[src/rtl/alte_pkg.sv]
// ----------------------------------------------------------------------------
// alte_pkg
// Shared types and constants of the account ledger transfer engine.
// ----------------------------------------------------------------------------
package alte_pkg;

  localparam int unsigned LEDGER_ENTRIES = 1024;
  localparam int unsigned IDX_W  = (LEDGER_ENTRIES > 1) ? $clog2(LEDGER_ENTRIES) : 1;
  localparam int unsigned CNT_W  = $clog2(LEDGER_ENTRIES + 1);
  localparam int unsigned KEY_W  = 160;
  localparam int unsigned WORD_W = 64;
  localparam int unsigned AMT_W  = 62;
  localparam int unsigned IN_TDATA_W  = 512;
  localparam int unsigned OUT_TDATA_W = 200;

  localparam logic [1:0] ST_COINBASE = 2'd0;
  localparam logic [1:0] ST_APPLIED  = 2'd1;
  localparam logic [1:0] ST_REJECTED = 2'd2;

  typedef struct packed {
    logic             src_hit;
    logic [IDX_W-1:0] src_idx;
    logic             dst_hit;
    logic [IDX_W-1:0] dst_idx;
  } alte_scan_t;

  typedef enum logic [3:0] {
    S_IDLE,
    S_SCAN,
    S_RDS,
    S_RDD,
    S_CAPD,
    S_CALC,
    S_WRS,
    S_WRD,
    S_OUT
  } alte_state_e;

endpackage

[src/rtl/alte_scan.sv]
// ----------------------------------------------------------------------------
// alte_scan
// Linear key search: walk the used entries, match source and destination.
// ----------------------------------------------------------------------------
module alte_scan (
  input  logic                        clk_i,
  input  logic                        rst_ni,
  input  logic                        start_i,
  input  logic [alte_pkg::CNT_W-1:0]  used_i,
  input  logic [alte_pkg::KEY_W-1:0]  src_key_i,
  input  logic [alte_pkg::KEY_W-1:0]  dst_key_i,
  input  logic [alte_pkg::KEY_W-1:0]  key_rdata_i,
  output logic [alte_pkg::IDX_W-1:0]  key_raddr_o,
  output logic                        done_o,
  output alte_pkg::alte_scan_t        res_o
);
  import alte_pkg::*;

  logic [CNT_W-1:0] cnt_q, cnt_d;
  logic             busy_q, busy_d;
  logic             rv_q, rv_d;
  logic [IDX_W-1:0] cidx_q, cidx_d;
  alte_scan_t       res_q, res_d;

  assign key_raddr_o = cnt_q[IDX_W-1:0];
  assign res_o       = res_q;

  always_comb begin
    cnt_d  = cnt_q;
    busy_d = busy_q;
    rv_d   = 1'b0;
    cidx_d = cidx_q;
    res_d  = res_q;
    done_o = 1'b0;
    if (start_i) begin
      cnt_d  = '0;
      busy_d = 1'b1;
      res_d  = '0;
    end else if (busy_q) begin
      if (rv_q) begin
        if (!res_q.src_hit && key_rdata_i == src_key_i) begin
          res_d.src_hit = 1'b1;
          res_d.src_idx = cidx_q;
        end
        if (!res_q.dst_hit && key_rdata_i == dst_key_i) begin
          res_d.dst_hit = 1'b1;
          res_d.dst_idx = cidx_q;
        end
      end
      if (cnt_q < used_i) begin
        rv_d   = 1'b1;
        cidx_d = cnt_q[IDX_W-1:0];
        cnt_d  = cnt_q + CNT_W'(1);
      end else if (!rv_q) begin
        busy_d = 1'b0;
        done_o = 1'b1;
      end
    end
  end

  always_ff @(posedge clk_i or negedge rst_ni) begin
    if (!rst_ni) begin
      cnt_q  <= '0;
      busy_q <= 1'b0;
      rv_q   <= 1'b0;
      cidx_q <= '0;
      res_q  <= '0;
    end else begin
      cnt_q  <= cnt_d;
      busy_q <= busy_d;
      rv_q   <= rv_d;
      cidx_q <= cidx_d;
      res_q  <= res_d;
    end
  end

endmodule
[config.mk]
export PLATFORM = sky130hd
export DESIGN_NAME = alte_scan
export DESIGN_NICKNAME = d
export VERILOG_FILES = /design/src/rtl/alte_pkg.sv /design/src/rtl/alte_scan.sv
export SDC_FILE = /design/constraint.sdc
export NUM_CORES = 1
export LEC_CHECK = 0
export BUFFER_PORTS_ARGS = -buffer_cell sky130_fd_sc_hd__buf_2
export CAP_MARGIN = 20
export CORE_AREA = 2 2 207 209
export CTS_CLUSTER_SIZE = 14
export DETAILED_ROUTE_END_ITERATION = 10
export DIE_AREA = 0 0 209 211
export PLACE_DENSITY = 0.41
export SKIP_CTS_REPAIR_TIMING = 1
export SYNTH_ARGS = -nofsm -noshare
export SYNTH_HDL_FRONTEND = slang
export SYNTH_SLANG_ARGS = --single-unit
[constraint.sdc]
create_clock -name clk_i -period 2.8 [get_ports clk_i]
set_input_delay 0.28 -clock clk_i [delete_from_list [all_inputs] [get_ports clk_i]]
set_output_delay 0.28 -clock clk_i [all_outputs]
set_load 0.02 [all_outputs]
==> impl_metrics.env <==
export IMPL_status="finished clean"
export IMPL_drv_slew=0
export IMPL_clock_latency_ns=0.28
export IMPL_cellPowerDensity_nw_per_um2=248
export IMPL_relSlewSlack_pct=36.3
export IMPL_grt_ovfl_total=0
export IMPL_synth_area_top_cells="dfrtp_1, xnor2_1, xor2_1, nor2b_1, nand2b_1"
export IMPL_power_share_combinational_pct=50.6
export IMPL_finalCriticalPeriod_ns=2.73
export IMPL_drtPass1Iterations=5
export IMPL_io_pins=527
export IMPL_worstPathRequired_ns=3.01
export IMPL_syn_to_final_growth_pct=59.8
export IMPL_syn_inst=839
export IMPL_postPlaceCellArea_um2=10300
export IMPL_fin_area_um2=10500
export IMPL_criticalPathCategory="primary input to flip-flop"
export IMPL_crit_path_end_kind="flip-flop"
export IMPL_fin_nets=1931
export IMPL_arrival_ns=2.94
export IMPL_viasPerCell=4.47
export IMPL_hold_path_class="primary input to async pin"
export IMPL_gr_usage_all_layers_pct=24.4
export IMPL_synthArstFlopShare_pct=100
export IMPL_dieArea_um2=44100
export IMPL_total_power_uw=2610
export IMPL_antenna_found_initial=21
export IMPL_cts_root_buffer="clkbuf_16"
export IMPL_drtAntennaViolNets=0
export IMPL_htree_levels=2
export IMPL_drv_cap=0
export IMPL_crit_end="res_o[11]$_DFFE_PN0P_"
export IMPL_dp_hpwl_mm=52.2
export IMPL_synth_nets=1344
export IMPL_chipHeight_um=211
export IMPL_yosys_area_top_type_share_pct=17.1
export IMPL_drcViolationCount=0
export IMPL_via_count=8810
export IMPL_switching_share_pct=37.2
export IMPL_io_buffers=526
export IMPL_synth_edff_count=0
export IMPL_crit_path_max_fanout=19
export IMPL_seqPwrFrac_pct=25.6
export IMPL_grt_pass1_wl_mm=73.5
export IMPL_start_kind="primary input"
export IMPL_first_iter_violations=527
export IMPL_ys_dominant_reg_cell="dfrtp_1"
export IMPL_cts_tree="yes"
export IMPL_leakagePower_uw=0.00515
export IMPL_drive_gt1_share_pct=43.9
export IMPL_path_clk_slew_ns=0.06
export IMPL_synth_area_um2=6580
export IMPL_clockBufferDepth=2
export IMPL_switching_power_uw=973
export IMPL_finClkSkew_ns=0.00290
export IMPL_ir_worst_vdd_uv=216
export IMPL_hold_viol=0
export IMPL_fmax_ghz=0.366
export IMPL_worst_pin_slew_ns=0.932
export IMPL_avgSynthCellArea_um2=7.85
export IMPL_rsz0062_at_grt="no"
export IMPL_power_internal_uw=1640
export IMPL_final_period_utilization_pct=97.7
export IMPL_ys_warn_count=0
export IMPL_synth_cell_types=51
export IMPL_wl_per_cell_um=28.4
export IMPL_final_common_cell="buf_2"
export IMPL_regToRegStartpoint="busy_q$_DFF_PN0_"
export IMPL_synth_largest_area_cell="dfrtp_1"
export IMPL_rows=75
export IMPL_ys_ff_latch=45
export IMPL_initial_core_util_pct=15.8
export IMPL_wirelength_mm=55.9
export IMPL_r2r_end="res_o[15]$_DFFE_PN0P_"
export IMPL_cts_sinks=45
export IMPL_yosysSeqAreaShare_pct=17.1
export IMPL_first_global_vias=9273
export IMPL_cts_made_buffers=5
export IMPL_clock_power_share_pct=23.8
export IMPL_fp_dieW_um=209
export IMPL_startpoint="key_rdata_i[48]"
export IMPL_r2r_cells=9
export IMPL_final_cell_mix="buf_2, inv_1, nor2b_1, xnor2_1, xor2_1"
export IMPL_core_area_um2=41800
export IMPL_gp_congestion=0.978
export IMPL_grt_max_degree=46
export IMPL_r2r_setup_slack_ns=0.19
export IMPL_finalSetupViolCount=0
## stage by stage
step	cells	hold slack, ns	utilization [%]	setup slack [ns]	setup TNS (ns)
after floorplan	839	-0.0156	-	0.226	0
after global placement	1956	0.525	24.7	-0.203	-0.822
after detailed placement	1956	0.525	24.7	-0.216	-1.32
after CTS	1964	0.238	25.1	-0.0748	-0.511
after global routing	1968	0.372	25.2	0.000741	0
final	1972	0.355	25.2	0.0650	0
## logic make-up (layout without fill, tap and decap cells)
kind of cell / count (synthesis) / count (layout) / synth area share (%)
simple gates: 312 / 312 / 29.1
compound gates: 163 / 163 / 18.4
fa+ha+maj: 11 / 11 / 2.09
buf+inv: 121 / 709 / 7.98
mux: 13 / 13 / 2.13
flops: 45 / 45 / 17.1
other cells: 0 / 6 / 0
xor+xnor: 174 / 174 / 23.2
## power by group through the flow
stage	clock network, uW	registers (uW)	logic, uW
2_1_floorplan	0	681	457
3_3_place_gp	0	681	1320
3_5_place_dp	0	681	1310
4_1_cts	643	669	1320
5_1_grt	670	670	1410
6_report	623	669	1320
## cells in the mapped netlist (2+ instances only)
cell and number:
inv_1 99, nor2b_1 97, xnor2_1 96, xor2_1 78, nand2b_1 65, dfrtp_1 45, nand4_1 41, nor4_1 38
a21oi_1 30, a2111oi_0 22, o22ai_1 22, o21ai_1 21, nand3_1 18, o2111ai_1 17, nor2_1 16, buf_4 14
ha_1 11, a2111o_1 10, or3b_1 9, mux2_2 8, nand2_1 7, a211oi_1 6, a21o_1 6, a221o_1 5
a22o_1 5, clkbuf_1 5, mux2i_1 5, nor3_1 5, o2bb2ai_1 5, o2111a_1 4, and2b_1 3, or4_1 3
a221oi_1 2, a31o_2 2, and3_1 2, or2b_1 2
## sequential cells by signal (all words and copies together) (netlist names)
| name | count |
|---|---|
| cnt_q | 11 |
| busy_q | 1 |
| rv_q | 1 |
| res_o | 22 |
| cidx_q | 10 |
## cell type report
class,count,area (um^2)
Inverter,99,372
Antenna cell,6,15.0
Multi-Input combinational cell,673,4940
Clock buffer,7,153
Clock inverter,1,5.00
Timing Repair Buffer,602,3230
Fill cell,4810,31200
Sequential cell,45,1130
Tap cell,539,674
## per-layer routing
layer  vias up  track usage [%]  wire (um)
li1       4161                -          -
met3        49             4.18       3070
met1      4234             29.0      22800
met4         8             2.56        587
met2       358             47.0      29400
met5         -                0         53
## critical path, stage by stage
cell,delay (ns)
buf_2,0.13
xor2_1,0.14
nor4_1,0.71
nand4_1,0.19
nor4_1,0.28
buf_4,0.18
nand4_1,0.17
buf_4,0.26
or3b_2,0.45
a21oi_1,0.15
## how the worst min path moves through the flow
stage                       endpoint  cells after the start  slack (ns)
2_1_floorplan       busy_q$_DFF_PN0_                      0       -0.02
3_3_place_gp   res_o[10]$_DFFE_PN0P_                      2        0.53
3_5_place_dp   res_o[10]$_DFFE_PN0P_                      2        0.53
4_1_cts        cnt_q[10]$_DFFE_PN0P_                      1        0.24
5_1_grt        cnt_q[10]$_DFFE_PN0P_                      2        0.37
6_report       cnt_q[10]$_DFFE_PN0P_                      2        0.36
(Power assumes the default switching activity.)
